**src/rtl/core/lchd_pkg.sv**
```systemverilog
package lchd_pkg;

  localparam int unsigned CodeW   = 10;
  localparam int unsigned TicksW  = 16;
  localparam int unsigned StampW  = 32;
  localparam int unsigned ShotW   = 10;
  localparam int unsigned CfgIdxW = 2;
  localparam int unsigned CfgDataW = 16;

  localparam logic [CodeW-1:0]  UpCodeRst    = CodeW'(276);
  localparam logic [CodeW-1:0]  DownCodeRst  = CodeW'(275);
  localparam logic [TicksW-1:0] HoldTicksRst = TicksW'(20);
  localparam logic [TicksW-1:0] ChordTicksRst = TicksW'(30);

  typedef enum logic [CfgIdxW-1:0] {
    REG_UP_CODE     = 2'd0,
    REG_DOWN_CODE   = 2'd1,
    REG_HOLD_TICKS  = 2'd2,
    REG_CHORD_TICKS = 2'd3
  } cfg_reg_t;

  typedef enum logic {
    OP_KEY  = 1'b0,
    OP_TICK = 1'b1
  } op_t;

  typedef struct packed {
    logic [CodeW-1:0]  up_key_code;
    logic [CodeW-1:0]  down_key_code;
    logic [TicksW-1:0] hold_ticks;
    logic [TicksW-1:0] chord_ticks;
  } cfg_t;

  typedef struct packed {
    logic             op;
    logic [CodeW-1:0] key_code;
    logic             is_press;
  } item_t;

  typedef struct packed {
    logic             volume_up_pulse;
    logic             volume_down_pulse;
    logic             copy_fire;
    logic             paste_fire;
    logic             screenshot_fire;
    logic [ShotW-1:0] screenshot_number;
  } result_t;

endpackage

```
**src/rtl/core/two_button_hold_and_chord_detector.sv**
```systemverilog
// Detects presses, long single-button holds and a two-button chord from a
// stream of key events and time ticks.
// Input channel (in_valid/in_ready): one transaction is either a key event
// (in_op = 0, with in_key_code and in_is_press) or one tick (in_op = 1).
// Output channel (out_valid/out_ready): exactly one result transaction per
// input transaction, in order, carrying the press pulses, the copy, paste
// and screenshot fire flags and the screenshot number.
// An accepted transaction waits in the input register; when the result
// register is free or drains, it is evaluated against the detector state
// and lands in the result register, raising out_valid. Throughput is one
// transaction per cycle without receiver stalls; the state update path (three
// 32-bit elapsed-time subtract and compares) is the single stage of work.
// When the receiver stalls, the result register holds and the input register
// still takes one more transaction before in_ready drops.
// Each cfg_ write sets one key code or tick threshold, chosen by cfg_index;
// use it only while no transaction is in flight; the block does not enforce it.
// Synchronous reset restores the default codes and thresholds, clears the
// tick count, held flags, chord state and screenshot counter, and empties
// both registers.
module two_button_hold_and_chord_detector (
  input  logic                          clk,
  input  logic                          rst_n,
  input  logic                          in_valid,
  output logic                          in_ready,
  input  logic                          in_op,
  input  logic [lchd_pkg::CodeW-1:0]    in_key_code,
  input  logic                          in_is_press,
  output logic                          out_valid,
  input  logic                          out_ready,
  output logic                          out_volume_up_pulse,
  output logic                          out_volume_down_pulse,
  output logic                          out_copy_fire,
  output logic                          out_paste_fire,
  output logic                          out_screenshot_fire,
  output logic [lchd_pkg::ShotW-1:0]    out_screenshot_number,
  input  logic                          cfg_we,
  input  logic [lchd_pkg::CfgIdxW-1:0]  cfg_index,
  input  logic [lchd_pkg::CfgDataW-1:0] cfg_data
);
  import lchd_pkg::*;

  cfg_t    cfg;
  item_t   item_r;
  result_t res;
  result_t res_r;
  logic    in_valid_r, in_valid_nxt;
  logic    out_valid_r, out_valid_nxt;
  logic    advance;

  // The held item moves on whenever the result register is empty or drains.
  assign advance  = in_valid_r && (!out_valid_r || out_ready);
  assign in_ready = !in_valid_r || advance;

  assign in_valid_nxt  = (in_valid && in_ready) || (in_valid_r && !advance);
  assign out_valid_nxt = advance || (out_valid_r && !out_ready);

  lchd_cfg u_cfg (
    .clk   (clk),
    .rst_n (rst_n),
    .we    (cfg_we),
    .index (cfg_index),
    .data  (cfg_data),
    .cfg   (cfg)
  );

  lchd_core u_core (
    .clk   (clk),
    .rst_n (rst_n),
    .en    (advance),
    .item  (item_r),
    .cfg   (cfg),
    .res   (res)
  );

  always_ff @(posedge clk) begin
    if (!rst_n) begin
      in_valid_r  <= 1'b0;
      out_valid_r <= 1'b0;
    end else begin
      in_valid_r  <= in_valid_nxt;
      out_valid_r <= out_valid_nxt;
    end
  end

  always_ff @(posedge clk) begin
    if (in_valid && in_ready) begin
      item_r.op       <= in_op;
      item_r.key_code <= in_key_code;
      item_r.is_press <= in_is_press;
    end
    if (advance) begin
      res_r <= res;
    end
  end

  assign out_valid             = out_valid_r;
  assign out_volume_up_pulse   = res_r.volume_up_pulse;
  assign out_volume_down_pulse = res_r.volume_down_pulse;
  assign out_copy_fire         = res_r.copy_fire;
  assign out_paste_fire        = res_r.paste_fire;
  assign out_screenshot_fire   = res_r.screenshot_fire;
  assign out_screenshot_number = res_r.screenshot_number;

endmodule

```
**src/rtl/core/lchd_cfg.sv**
```systemverilog
module lchd_cfg (
  input  logic                           clk,
  input  logic                           rst_n,
  input  logic                           we,
  input  logic [lchd_pkg::CfgIdxW-1:0]   index,
  input  logic [lchd_pkg::CfgDataW-1:0]  data,
  output lchd_pkg::cfg_t                 cfg
);
  import lchd_pkg::*;

  cfg_t cfg_r;
  cfg_t cfg_nxt;

  always_comb begin
    cfg_nxt = cfg_r;
    if (we) begin
      case (cfg_reg_t'(index))
        REG_UP_CODE:     cfg_nxt.up_key_code   = data[CodeW-1:0];
        REG_DOWN_CODE:   cfg_nxt.down_key_code = data[CodeW-1:0];
        REG_HOLD_TICKS:  cfg_nxt.hold_ticks    = data[TicksW-1:0];
        REG_CHORD_TICKS: cfg_nxt.chord_ticks   = data[TicksW-1:0];
        default:         cfg_nxt = cfg_r;
      endcase
    end
  end

  always_ff @(posedge clk) begin
    if (!rst_n) begin
      cfg_r.up_key_code   <= UpCodeRst;
      cfg_r.down_key_code <= DownCodeRst;
      cfg_r.hold_ticks    <= HoldTicksRst;
      cfg_r.chord_ticks   <= ChordTicksRst;
    end else begin
      cfg_r <= cfg_nxt;
    end
  end

  assign cfg = cfg_r;

endmodule

```
**src/rtl/core/lchd_core.sv**
```systemverilog
module lchd_core (
  input  logic              clk,
  input  logic              rst_n,
  input  logic              en,
  input  lchd_pkg::item_t   item,
  input  lchd_pkg::cfg_t    cfg,
  output lchd_pkg::result_t res
);
  import lchd_pkg::*;

  logic [StampW-1:0] tick_now_r, tick_now_nxt;
  logic [StampW-1:0] up_stamp_r, up_stamp_nxt;
  logic [StampW-1:0] down_stamp_r, down_stamp_nxt;
  logic [StampW-1:0] chord_stamp_r, chord_stamp_nxt;
  logic [ShotW-1:0]  shot_count_r, shot_count_nxt;
  logic up_held_r, up_held_nxt;
  logic down_held_r, down_held_nxt;
  logic chord_active_r, chord_active_nxt;
  logic copy_done_r, copy_done_nxt;
  logic paste_done_r, paste_done_nxt;
  logic shot_done_r, shot_done_nxt;

  logic              up_match, down_match;
  logic [StampW-1:0] tick_inc;
  logic [StampW-1:0] up_elapsed, down_elapsed, chord_elapsed;
  logic              copy_hit, paste_hit, shot_hit;
  logic              up_key, down_key;

  // The up button wins when both codes are programmed to the same value.
  assign up_match   = (item.key_code == cfg.up_key_code);
  assign down_match = !up_match && (item.key_code == cfg.down_key_code);

  assign tick_inc      = tick_now_r + StampW'(1);
  assign up_elapsed    = tick_inc - up_stamp_r;
  assign down_elapsed  = tick_inc - down_stamp_r;
  assign chord_elapsed = tick_inc - chord_stamp_r;

  assign copy_hit = up_held_r && !copy_done_r && !chord_active_r &&
                    (up_elapsed >= StampW'(cfg.hold_ticks));
  assign paste_hit = down_held_r && !paste_done_r && !chord_active_r &&
                     (down_elapsed >= StampW'(cfg.hold_ticks));
  assign shot_hit = chord_active_r && up_held_r && down_held_r && !shot_done_r &&
                    (chord_elapsed >= StampW'(cfg.chord_ticks));

  always_comb begin
    tick_now_nxt     = tick_now_r;
    up_stamp_nxt     = up_stamp_r;
    down_stamp_nxt   = down_stamp_r;
    chord_stamp_nxt  = chord_stamp_r;
    shot_count_nxt   = shot_count_r;
    up_held_nxt      = up_held_r;
    down_held_nxt    = down_held_r;
    chord_active_nxt = chord_active_r;
    copy_done_nxt    = copy_done_r;
    paste_done_nxt   = paste_done_r;
    shot_done_nxt    = shot_done_r;
    up_key           = 1'b0;
    down_key         = 1'b0;
    res              = '0;

    if (op_t'(item.op) == OP_KEY) begin
      if (up_match) begin
        up_held_nxt = item.is_press;
        if (item.is_press) begin
          up_stamp_nxt  = tick_now_r;
          copy_done_nxt = 1'b0;
          up_key        = 1'b1;
        end
      end else if (down_match) begin
        down_held_nxt = item.is_press;
        if (item.is_press) begin
          down_stamp_nxt = tick_now_r;
          paste_done_nxt = 1'b0;
          down_key       = 1'b1;
        end
      end
      // The chord follows the held flags after this transaction.
      if (up_held_nxt && down_held_nxt && !chord_active_r) begin
        chord_active_nxt = 1'b1;
        shot_done_nxt    = 1'b0;
        chord_stamp_nxt  = tick_now_r;
      end else if (!up_held_nxt || !down_held_nxt) begin
        chord_active_nxt = 1'b0;
        shot_done_nxt    = 1'b0;
      end
      res.volume_up_pulse   = up_key;
      res.volume_down_pulse = down_key;
    end else begin
      tick_now_nxt = tick_inc;
      if (copy_hit) begin
        copy_done_nxt = 1'b1;
      end
      if (paste_hit) begin
        paste_done_nxt = 1'b1;
      end
      if (shot_hit) begin
        shot_count_nxt   = shot_count_r + ShotW'(1);
        shot_done_nxt    = 1'b1;
        chord_active_nxt = 1'b0;
        up_held_nxt      = 1'b0;
        down_held_nxt    = 1'b0;
        res.screenshot_number = shot_count_r;
      end
      res.copy_fire       = copy_hit;
      res.paste_fire      = paste_hit;
      res.screenshot_fire = shot_hit;
    end
  end

  always_ff @(posedge clk) begin
    if (!rst_n) begin
      tick_now_r     <= '0;
      up_stamp_r     <= '0;
      down_stamp_r   <= '0;
      chord_stamp_r  <= '0;
      shot_count_r   <= '0;
      up_held_r      <= 1'b0;
      down_held_r    <= 1'b0;
      chord_active_r <= 1'b0;
      copy_done_r    <= 1'b0;
      paste_done_r   <= 1'b0;
      shot_done_r    <= 1'b0;
    end else if (en) begin
      tick_now_r     <= tick_now_nxt;
      up_stamp_r     <= up_stamp_nxt;
      down_stamp_r   <= down_stamp_nxt;
      chord_stamp_r  <= chord_stamp_nxt;
      shot_count_r   <= shot_count_nxt;
      up_held_r      <= up_held_nxt;
      down_held_r    <= down_held_nxt;
      chord_active_r <= chord_active_nxt;
      copy_done_r    <= copy_done_nxt;
      paste_done_r   <= paste_done_nxt;
      shot_done_r    <= shot_done_nxt;
    end
  end

endmodule

```
**config.mk**
```make
export PLATFORM = sky130hd
export DESIGN_NAME = two_button_hold_and_chord_detector
export DESIGN_NICKNAME = d
export VERILOG_FILES = /design/src/rtl/core/lchd_pkg.sv /design/src/rtl/core/two_button_hold_and_chord_detector.sv /design/src/rtl/core/lchd_cfg.sv /design/src/rtl/core/lchd_core.sv
export SDC_FILE = /design/constraint.sdc
export NUM_CORES = 1
export LEC_CHECK = 0
export BUFFER_PORTS_ARGS = -buffer_cell sky130_fd_sc_hd__buf_2
export CAP_MARGIN = 5
export CORE_MARGIN = 2
export CORE_UTILIZATION = 69
export DETAILED_ROUTE_END_ITERATION = 10
export PLACE_DENSITY = 0.95
export RECOVER_POWER = 50
export SKIP_LAST_GASP = 1
export SYNTH_ARGS = -nofsm -noshare
export SYNTH_HDL_FRONTEND = slang
export SYNTH_SLANG_ARGS = --single-unit
```
**constraint.sdc**
```tcl
create_clock -name clk -period 14.5 [get_ports clk]
set_input_delay 0.725 -clock clk [delete_from_list [all_inputs] [get_ports clk]]
set_output_delay 0.725 -clock clk [all_outputs]
set_load 0.01 [all_outputs]
```
=== After elaboration in Yosys (flattened, before gate mapping) ===
Cells that the tools add are included.

* Flip-flop bits (word level): 225
* Output and inout port bits: 17
* Bits of input ports: 35
* Logic and storage cells: 123

* Add/sub/neg operators: 5
* Reduce and logical (&&, ||, !) cells: 54
* Multiplexer cells: 23
* Eq/ne operators: 9
* Magnitude comparators: 3
* Bitwise logic cells: 3

{| class="wikitable"
|+ Operators with widths
! kind !! count
|-
| $ge A32 B16 Y1 || 3
|-
| $sub A32 B32 Y32 || 3
|-
| $add A32 B1 Y32 const B || 1
|-
| $mux W1 || 23
|-
| $eq A10 B10 Y1 || 2
|-
| $logic_and A1 B1 Y1 || 17
|-
| $reduce_and A2 Y1 || 7
|-
| $logic_not A1 Y1 || 11
|-
| $add A10 B1 Y10 const B || 1
|-
| $reduce_and A5 Y1 || 2
|-
| $reduce_and A3 Y1 || 3
|-
| $reduce_and A4 Y1 || 2
|-
| $ne A2 B1 Y1 const B || 3
|-
| $reduce_bool A2 Y1 || 3
|-
| $logic_or A1 B1 Y1 || 5
|-
| $eq A2 B2 Y1 const B || 2
|-
| $not A1 Y1 || 3
|-
| $reduce_bool A3 Y1 || 1
|-
| $reduce_or A3 Y1 || 1
|-
| $eq A2 B1 Y1 const B || 1
|-
| $logic_not A2 Y1 || 1
|-
| $ne A2 B2 Y1 const B || 1
|-
| $reduce_or A2 Y1 || 1
|}

=== Depth between registers and ports, before layout ===
Gate-level depths: netlist (run 1).

* Word-level depth: 11
* Gate-level depth with buffers: 28
* Mapped depth without buffers: 27

=== By module ===
From an unflattened synthesis (run 1), not the netlist that was laid out.

* Cells, all modules: 1895
* Area, all modules: 15872.7 sq um

{| class="wikitable"
|+ By module, submodules not included
! module !! seq. area each (sq um) !! cells each !! area an instance (sq um) !! times used
|-
| lchd_core || 2882.8 || 1663 || 12958.7 || 1
|-
| lchd_cfg || 1041.0 || 196 || 1999.4 || 1
|-
| two_button_hold_and_chord_detector || 850.8 || 36 || 914.6 || 1
|}

=== Worst setup path after synthesis (run 1) ===
Ideal clock, no wire load.

* Path type: register to register
* From: register u_core.tick_now_r[0]
* To: register res_r, in the netlist out_screenshot_number[0], data pin
* Cell stages (with the launch flop): 26
* Clock period less this slack: 5.707 ns
* Setup slack: 8.793 ns
* Required time: 14.245 ns
* Buffers on the path: 3
* Setup time: 0.255 ns
* Arrival: 5.452 ns
* Path through: dfxtp_1 -> ha_1 -> nand3_1 -> nor4_2 -> and3_1 -> nand3_1 -> or2_2 -> nor2_2 -> and2_1 -> nand4_1 -> xnor2_1 -> ha_1 -> buf_2 -> and3_1 -> nand2_1 -> or2_2 -> o211a_1 -> a21boi_0 -> a221o_1 -> nor4_1 -> nand4_1 -> and4b_1 -> buf_4 -> nor3b_1 -> buf_2 -> and2_1

* Longest elaborated chain between the ends: 5

{| class="wikitable"
|+ Ends and longest elaborated chain
! element !! line !! RTL
|-
| start, declared || lchd_core.sv:11 || <nowiki>logic [StampW-1:0] tick_now_r, tick_now_nxt;</nowiki>
|-
| start signal, assigned || lchd_core.sv:124 || <nowiki>tick_now_r <= tick_now_nxt;</nowiki>
|-
| $add A32 B1 Y32 || lchd_core.sv:33 || <nowiki>assign tick_inc = tick_now_r + StampW'(1);</nowiki>
|-
| net u_core.tick_inc[22] || lchd_core.sv:24 || <nowiki>logic [StampW-1:0] tick_inc;</nowiki>
|-
| $sub A32 B32 Y32 || lchd_core.sv:36 || <nowiki>assign chord_elapsed = tick_inc - chord_stamp_r;</nowiki>
|-
| $ge A32 B16 Y1 || lchd_core.sv:43 || <nowiki>(chord_elapsed >= StampW'(cfg.chord_ticks));</nowiki>
|-
| $logic_and A1 B1 Y1 || lchd_core.sv:42 || <nowiki>assign shot_hit = chord_active_r && up_held_r && down_held_r && !shot_done_r &&</nowiki>
|-
| $reduce_and A2 Y1 (no line) || - ||
|-
| end signal, assigned || two_button_hold_and_chord_detector.sv:92 || <nowiki>res_r <= res;</nowiki>
|-
| end, declared || two_button_hold_and_chord_detector.sv:45 || <nowiki>result_t res_r;</nowiki>
|}

The timed path passes the listed nets, and every way through them passes these cells.
A chain may end at the register's enable or synchronous reset.

=== Worst setup path after layout (run 1) ===
* From: register u_core.tick_now_r[0]
* To: register res_r, in the netlist out_screenshot_number[1], data pin

Same word-level chain as after synthesis.

==> results.toml, run 1 <==
[route]
drtAntennaViolNets = 0
drc = 0
drt_iter0_drc = 1675
vias_per_cell = 6.446
wl_per_cell_um = 19.39
dr.pass1.iters = 5
vias = 14722
postRouteWirelength_um = 44290

[clock_network]
cts.sinks = 225
cts_tree = "built"
worstSkewPairLatency_ns = 0.54
path_clk_slew_ns = 0.06
holdBufCountCts = 0
ctsHtreeMaxLevel = 1
root_buffer = "clkbuf_16"
ctsResizeCount = 0
cts_setup_buffers = 0
clock_path_buffers = 3
numCtsBuffers = 24

[power]
pwr_density_cell_nw_per_um2 = 83.13
swShare_pct = 25.00
p_clk_share_pct = 44.9
p_sw_uw = 348.6
seq_power_share_pct = 46.4
p_int_uw = 1046
ir_drop_mv = 0.06871
leakage_uw = 0.007052
comb_power_share_pct = 8.7

[setup_path]
r2r_slack_ns = 7.41
critical_path_class = "reg -> reg"
crit_fanout = 19
critPathMaxStageDelay_ns = 0.67
worstSetupStartpointType = "flop"
crit_family = "simple AND/OR/NAND/NOR gates"
worst-path-buf-inv = 0
crit_chain = "ha_1 -> nand3_1 -> nor4_2 -> and3_1 -> nand3_1 -> or2_2 -> nor2_2 -> and2_1 -> nand4_1 -> xnor2_1 -> ha_1 -> and3_1 -> nand2_1 -> or2_2 -> o211a_1 -> a21boi_0 -> a221o_1 -> nor4_1 -> nand4_1 -> and4b_1 -> nor3b_1 -> and2_1"
slowest_stage = "and4b_1"
end_kind = "flop"
crit_arrival_ns = 7.36
cp.required_ns = 14.77

[timing]
fin_crit_ns = 7.091
totalNegativeSetupSlack_ns = 0
worst_clock_skew_ns = 0.02094
drv_slew = 179
maxSlewHeadroom_pct = -173.5
tightest_slew_ns = 4.102
rsz0062_at_grt = "no"
whs_ns = 0.3670
setup-violations-final = 0
period_share_pct = 48.90
finalHoldViolCount = 0
clock.fmax_ghz = 0.1410

[grt]
grt_max_degree = 97
grt_pass1_wl_um = 70320
antenna_found_initial = 0
grt_pass1_vias = 13974
grt_use_total_pct = 36.04
grt-ovfl-total = 0

[status]
status = "complete, but fails checks"
violations = "max-capacitance violations, max-slew violations"

[die]
die_height_um = 155.0
fp.coreArea_um2 = 22500
fp.dieW_um = 155.0
rows = 55
start_util_pct = 69.94
die-area_um2 = 24030
ioPinCount = 52

[finish]
nets = 2162
n_antenna_cell = 0
area_delta_synth_final_pct = 6.606
multi_input_area_um2 = 10010
fillers = 1579
regArea_um2 = 4775
drive_above_1_share_pct = 5.103

[logic_synthesis]
synthTopCellsByArea = "dfxtp_1, ha_1, nand2_1"
synth-seq-cells = 225
synthDistinctLibCells = 80
synth_fp_nets = 2178
synth_area_um2 = 15740
synth-edff-count = 27
async_reset_ff_share_pct = 0
yosysSeqAreaShare_pct = 30.34
synth_warnings = 0
synthCells = 1997
ys.flop_type = "dfxtp_1"
syn_avg_cell_area_um2 = 7.881
synth_top_area_share_pct = 25.18
yosysTopAreaCell = "dfxtp_1"

[place]
dp_hpwl_um = 32260
io_buffers = 51
routabilityCongestion = 0.9706

[run]
drv_cap = 2

[min_path]
hp-class = "in -> reg"
[kinds of logic (layout without fill, tap and decap cells)]
group,Yosys count,count (layout),synth area share (%)
multiplexers,79,79,5.048
AND/OR/NAND/NOR,696,696,20.45
buffers and inverters,250,252,6.161
XOR/XNOR,128,128,7.123
AO/OA/AOI/OAI,473,473,19.13
flip-flops,225,225,30.34
adder cells (fa/ha/maj),146,146,11.75
[power by group through the flow]
stage / sequential [uW] / combinational (uW) / clock (uW)
after floorplan: 659 / 83.5 / 0
after global placement: 660 / 111 / 0
after detailed placement: 660 / 116 / 0
after CTS: 647 / 118 / 626
after global routing: 648 / 131 / 652
final: 647 / 121 / 627
[synthesized netlist by cell type (all sizes together) (17+ instances only)]
cell	count
xnor2	68
nor3	27
dfxtp	198
nand2	281
xor2	60
or3	17
edfxtp	27
o21ai	76
mux2i	76
a21oi	196
clkbuf	78
nand3	50
ha	143
a21o	47
nand2b	26
nand4	31
inv	152
and2	21
buf	19
o21a	20
nor2	166
nor2b	18
a211oi	17
o211ai	20
[registers in the layout (all words and copies together), names as in the netlist, 10 cells and up]
name                   count
item_r                    12
out_screenshot_number     10
u_cfg.cfg                 52
u_core.chord_stamp_r      32
u_core.down_stamp_r       32
u_core.shot_count_r       10
u_core.tick_now_r         32
u_core.up_stamp_r         32
[cells in the final DEF, fill, tap and decap left out, types with 20 or more instances in the layout]
master and count:
o211ai_1 20, edfxtp_1 27, a21oi_1 196, xnor2_1 68, nand4_1 31, clkbuf_1 24
nand3_1 50, mux2i_1 76, clkbuf_16 27, xor2_1 60, dfxtp_1 198, nor2_1 164
nand2b_1 26, nor3_1 25, inv_1 152, ha_1 143, buf_2 31, nand2_1 281
o21ai_0 75, a21o_1 47
[layer usage]
| metal | wire (um) | GRT usage [%] | vias up |
|---|---|---|---|
| met5 | 0 | 0 | - |
| met4 | 1787 | 15.30 | 0 |
| met3 | 4125 | 7.047 | 161 |
| met2 | 19780 | 57.84 | 777 |
| met1 | 18600 | 47.55 | 6870 |
| li1 | - | - | 6914 |
[area by class of cell]
cell class              instances  area share (%)
multi-input cells            1522           59.64
flip-flops and latches        225           28.46
clock buffers                  31           4.176
inverters                     153           3.430
well taps                     285           2.125
repair buffers                 55           1.529
clock inverters                13          0.6413
[metrics by stage]
step	power (uW)	area [um2]	setup WS [ns]	util, %	cells
floorplan	742.8	15740	8.793	-	1997
global placement	770.4	16000	7.927	71.10	2240
detailed placement	775.5	16000	7.630	71.10	2240
CTS	1391	16810	7.588	74.70	2284
global route	1431	16780	6.987	74.56	2284
finish	1395	16780	7.409	74.56	2284
[worst reg2reg max path, cell delays in order, from the launching register on]
cell	delay, ns
dfxtp_1	0.54
ha_1	0.28
nand3_1	0.22
nor4_2	0.45
and3_1	0.27
nand3_1	0.16
or2_2	0.40
nor2_2	0.21
and2_1	0.19
nand4_1	0.16
xnor2_1	0.44
ha_1	0.35
and3_1	0.24
nand2_1	0.08
or2_2	0.33
o211a_1	0.28
a21boi_0	0.16
a221o_1	0.39
nor4_1	0.29
nand4_1	0.15
and4b_1	0.67
nor3b_1	0.31
and2_1	0.26
[final timing paths]
check,startpoint,end,cells after the start
worst max-delay path,u_core.tick_now_r[0]$_SDFFE_PN0P_,out_screenshot_number[1]$_SDFFCE_PN0P_,22
worst max register to register,u_core.tick_now_r[0]$_SDFFE_PN0P_,out_screenshot_number[1]$_SDFFCE_PN0P_,22
worst min register to register,u_core.chord_stamp_r[4]$_SDFFE_PN0P_,u_core.chord_stamp_r[4]$_SDFFE_PN0P_,2
worst min-delay path,in_key_code[0],item_r[1]$_DFFE_PP_,1
(Power assumes the default switching activity.)
==> run 2: changes to the inputs <==
- CORE_UTILIZATION: 69 -> 58
- PLACE_DENSITY: 0.95 -> 0.88
- clock period: 14.5 -> 6.5 ns (I/O delays scaled with it)
==> run 2 against run 1 <==
- the flow still finishes with violations (max-capacitance violations, max-slew violations)
- via count barely moved
- clock skew hardly changed
- wire length up 2.5%
- register-to-register slack lost 7.1 ns
- die area up 18%
- first-iteration DRC count decreased by 1.6%
- critical path depth fell by 1
- sequential share of layout area down 0.69 points
- design area grew 2.5%
- sequential cell count did not move
- largest cell class unchanged
- highest routed layer unchanged
==> results.toml, run 2 (synthesis gave the netlist of run 1 again) <==
[setup_path]
crit_chain = "nand2_1 -> nor4_4 -> nand3_1 -> nor2_2 -> xor2_1 -> ha_1 -> a21oi_1 -> o21bai_1 -> a21oi_1 -> o21ai_0 -> xor2_1 -> ha_1 -> nor2b_1 -> o21ai_0 -> o311a_1 -> o21ai_0 -> nor4_1 -> and3_1 -> nand3_1 -> or4_1 -> and4b_1"
critPathMaxStageDelay_ns = 0.65
crit_arrival_ns = 6.51
crit_family = "simple AND/OR/NAND/NOR gates"
end_kind = "flop"
worstSetupStartpointType = "flop"
crit_fanout = 8
cp.required_ns = 6.79
worst-path-buf-inv = 0
crit_top_cell = "o21ai_0"
slowest_stage = "or4_1"
critical_path_class = "reg -> reg"

[timing]
fin_crit_ns = 6.221
worst_clock_skew_ns = 0.02099
setup-violations-final = 0
period_share_pct = 95.71
clock.fmax_ghz = 0.1607
maxSlewHeadroom_pct = -113.1
rsz0062_at_grt = "yes"
tightest_slew_ns = 3.197
drv_slew = 140
whs_ns = 0.008665
finalHoldViolCount = 0

[die]
fp.coreArea_um2 = 26800
rows = 60
die_height_um = 168.7
start_util_pct = 58.73
fp.dieW_um = 168.7
die-area_um2 = 28470
ioPinCount = 52

[clock_network]
root_buffer = "clkbuf_16"
numCtsBuffers = 25
clock_path_buffers = 3
cts.sinks = 225
cts_tree = "built"
path_clk_slew_ns = 0.06
worstSkewPairLatency_ns = 0.55
ctsHtreeMaxLevel = 1

[route]
vias_per_cell = 6.221
drt_iter0_drc = 1648
drtAntennaViolNets = 0
wl_per_cell_um = 19.19
drc = 0
dr.pass1.iters = 6
vias = 14720
postRouteWirelength_um = 45400

[finish]
fillers = 2173
n_antenna_cell = 0
final_common_cell = "nand2_1"
drive_above_1_share_pct = 6.321
largest_register_ffs = 52
final_cell_mix = "nand2_1, dfxtp_1, a21oi_1"
area_delta_synth_final_pct = 9.237
nets = 2187

[place]
dp_hpwl_um = 32750
routabilityCongestion = 1.003
io_buffers = 51

[grt]
grt-ovfl-total = 0
grt_max_degree = 107
grt_use_total_pct = 31.35
grt_pass1_wl_um = 72540
antenna_found_initial = 0
grt_pass1_vias = 14047

[min_path]
hp-class = "in -> reg"

[run]
drv_cap = 3

[power]
fin_total_pwr_uw = 3254
leakage_uw = 0.007244
pwr_density_cell_nw_per_um2 = 189.3
ir_drop_mv = 0.1865

[status]
status = "complete, but fails checks"
violations = "max-capacitance violations, max-slew violations"
## run 2: what timing repair did
action / in CTS / in global routing
endpoints found under the setup margin: 0 / 29
hold endpoints to repair: 12 / 0
hold buffers: 12 / 0
resized for setup: 0 / 15
setup buffers: 0 / 1
## run 2: worst min-delay path: stages
cell	delay [ns]
buf_2	0.09
a21oi_1	0.04
nor2_1	0.07
## run 2: final timing paths
path         slack (ns)                                  start                               endpoint  cells past startpoint
max                0.28      u_core.tick_now_r[2]$_SDFFE_PN0P_            out_copy_fire$_SDFFCE_PN0P_                     21
min               0.009                               in_valid                  in_valid_r$_SDFF_PN0_                      3
max reg2reg        0.28      u_core.tick_now_r[2]$_SDFFE_PN0P_            out_copy_fire$_SDFFCE_PN0P_                     21
min reg2reg        0.46  u_core.chord_stamp_r[24]$_SDFFE_PN0P_  u_core.chord_stamp_r[24]$_SDFFE_PN0P_                      2
## run 2: report_power, final
group / internal [uW] / switching, uW / leakage (uW)
Clock: 889 / 643 / 0.000438
Sequential: 1430 / 13.7 / 0.00185
Combinational: 110 / 172 / 0.00495
Total: 2430 / 829 / 0.00724
## run 2: per-layer routing
layer | share of wire (%) | wire [um] | global-route usage (%) | vias to the layer above
li1 | - | - | - | 6973
met1 | 43 | 19500 | 42.34 | 6923
met2 | 46 | 20700 | 52.05 | 698
met3 | 7.9 | 3565 | 3.343 | 126
met4 | 3.6 | 1634 | 11.39 | 0
met5 | 0 | 0 | 0 | -
## run 2: stage by stage
step                  TNS (ns)  util [%]  instances  cell area [um2]  worst slack, ns
detailed placement           0     60.29       2307            16160           0.2280
finish                       0     64.15       2366            17190           0.2786
floorplan                    0         -       1997            15740           0.7931
CTS                          0     64.07       2365            17170           0.1482
global placement             0     60.29       2307            16160           0.4119
global route        -0.0005516     64.15       2366            17190       -0.0005516
## run 2: layout make-up
cell class              instances  area (um2)  share of cell area, %
flip-flops and latches        225        4775                  27.77
repair buffers                 79       461.7                  2.685
clock inverters                17       211.5                  1.230
clock buffers                  29       681.9                  3.966
multi-input cells            1522       10060                  58.51
inverters                     153       576.8                  3.355
well taps                     341       426.7                  2.482
==> run 3: changes to the inputs <==
- CAP_MARGIN: 5 -> unset
- HOLD_SLACK_MARGIN: unset -> 0.05
- PLACE_DENSITY: 0.88 -> 0.9
==> run 3 against run 2 <==
- the flow still finishes with violations (max-capacitance violations, max-slew violations)
- sequential cell count is the same
- global-route usage shrank 1.4 points
- utilization shrank 0.21 points
- setup slack gained 0.061 ns
- maximum frequency grew 0.99%
- final cell count shrank 0.13%
- first-iteration DRC count grew 6.3%
- power shrank 2.3%
- wire length shrank 2.5%
- critical path depth grew 5
- clock-buffer cell count grew 7
- register-to-register slack gained 0.06 ns
==> results.toml, run 3 (synthesis gave the netlist of run 1 again) <==
[status]
status = "complete, but fails checks"
violations = "max-capacitance violations, max-slew violations"

[finish]
fillers = 2122
final_core_util_pct = 63.94
final_common_cell = "nand2_1"
n_antenna_cell = 0
regArea_um2 = 4775
drive_above_1_share_pct = 5.786
multi_input_area_um2 = 10060
area_delta_synth_final_pct = 8.872
design_area_um2 = 17140
nets = 2185
largest_register_ffs = 52
final_cell_mix = "nand2_1, dfxtp_1, a21oi_1"

[route]
dr.pass1.iters = 8
vias_per_cell = 6.228
drtAntennaViolNets = 0
drt_iter0_drc = 1752
vias = 14717
wl_per_cell_um = 18.73
drc = 0
postRouteWirelength_um = 44260

[setup_path]
rr_startpoint = "u_core.tick_now_r[1]$_SDFFE_PN0P_"
startpoint = "u_core.tick_now_r[1]$_SDFFE_PN0P_"
cp.required_ns = 6.91
crit_fanout = 7
end_kind = "flop"
crit_arrival_ns = 6.57
critical_path_class = "reg -> reg"
worstSetupStartpointType = "flop"

[grt]
grt_max_degree = 107
grt-ovfl-total = 0
grt_pass1_vias = 13866
grt_pass1_wl_um = 69770
antenna_found_initial = 0
grt_use_total_pct = 29.96

[clock_network]
cts_tree = "built"
clock_path_buffers = 3
cts.sinks = 225
worstSkewPairLatency_ns = 0.54
root_buffer = "clkbuf_16"
numCtsBuffers = 24
path_clk_slew_ns = 0.06
ctsHtreeMaxLevel = 1

[timing]
maxSlewHeadroom_pct = -103.9
worst_clock_skew_ns = 0.03015
finalHoldViolCount = 0
tightest_slew_ns = 3.059
period_share_pct = 94.78
setup-violations-final = 0
clock.fmax_ghz = 0.1623
drv_slew = 106
totalNegativeSetupSlack_ns = 0
fin_crit_ns = 6.161

[die]
die-area_um2 = 28470
fp.dieW_um = 168.7
rows = 60
start_util_pct = 58.73
fp.coreArea_um2 = 26800
die_height_um = 168.7
ioPinCount = 52

[place]
io_buffers = 51
place_area_um2 = 16140
routabilityCongestion = 1.002
dp_hpwl_um = 31970

[min_path]
hp-class = "in -> reg"
min_from = "cfg_data[10]"

[power]
leakage_uw = 0.007209
ir_drop_mv = 0.1733
pwr_density_cell_nw_per_um2 = 185.5
fin_total_pwr_uw = 3178

[run]
drv_cap = 2
-- run 3: final timing paths --
| path | endpoint | slack (ns) | depth (start not counted) |
|---|---|---|---|
| worst min register to register | u_core.chord_stamp_r[13]$_SDFFE_PN0P_ | 0.46 | 2 |
| worst min-delay path | u_cfg.cfg[10]$_SDFFE_PN0P_ | 0.07 | 3 |
| worst max-delay path | u_core.paste_done_r$_SDFFE_PN0P_ | 0.34 | 26 |
| worst max register to register | u_core.paste_done_r$_SDFFE_PN0P_ | 0.34 | 26 |
-- run 3: worst max-delay path, cell delays in order, from the launching register on --
cell and delay, ns:
dfxtp_1 0.44, ha_1 0.28, nand3_2 0.19, xnor2_2 0.28, ha_1 0.33, a21o_1 0.24
or3_1 0.33, o21ai_0 0.37, nand2b_1 0.12, a21o_1 0.22, nor2b_1 0.15, nor2b_1 0.22
nor2b_1 0.07, o21ai_0 0.17, a21oi_1 0.10, ha_1 0.29, a21oi_1 0.15, nor2b_1 0.06
o21ai_0 0.20, nor4b_1 0.27, o211ai_1 0.14, nand4b_1 0.20, a2111oi_0 0.39, nand4_1 0.18
nor4_2 0.33, nor2_1 0.11, o211a_1 0.22
-- run 3: power by group --
| part | switching, uW | internal, uW |
|---|---|---|
| logic | 167 | 108 |
| clock network | 574 | 888 |
| registers | 13.7 | 1430 |
| total | 754 | 2420 |
-- run 3: per-layer routing --
layer | track usage (%) | up-vias | wire, um | share of wire (%)
li1 | - | 6959 | - | -
met1 | 38.30 | 6895 | 18260 | 41
met2 | 50.86 | 730 | 20560 | 46
met3 | 4.255 | 133 | 3668 | 8.3
met4 | 12.41 | 0 | 1771 | 4.0
met5 | 0 | - | 0 | 0
-- run 3: repair_timing --
| action | in CTS | in global routing |
|---|---|---|
| gates resized for setup | 0 | 9 |
| setup buffers | 0 | 2 |
| hold buffers | 13 | 0 |
| endpoints found under the setup margin | 0 | 29 |
| hold endpoints to repair | 13 | 0 |
-- run 3: per-stage QoR --
stage,worst slack (ns),hold slack (ns),instances
finish,0.3392,0.06846,2363
global route,-0.004432,0.07084,2363
CTS,0.1721,0.05272,2361
detailed placement,0.1944,0.4470,2304
global placement,0.4832,0.4418,2304
floorplan,0.7931,0.4239,1997
-- run 3: cell type report --
cell class / count / share of cell area (%)
inverters: 153 / 3.366
well taps: 341 / 2.490
multi-input cells: 1522 / 58.71
clock buffers: 36 / 4.001
clock inverters: 8 / 0.8835
flip-flops and latches: 225 / 27.86
repair buffers: 78 / 2.680
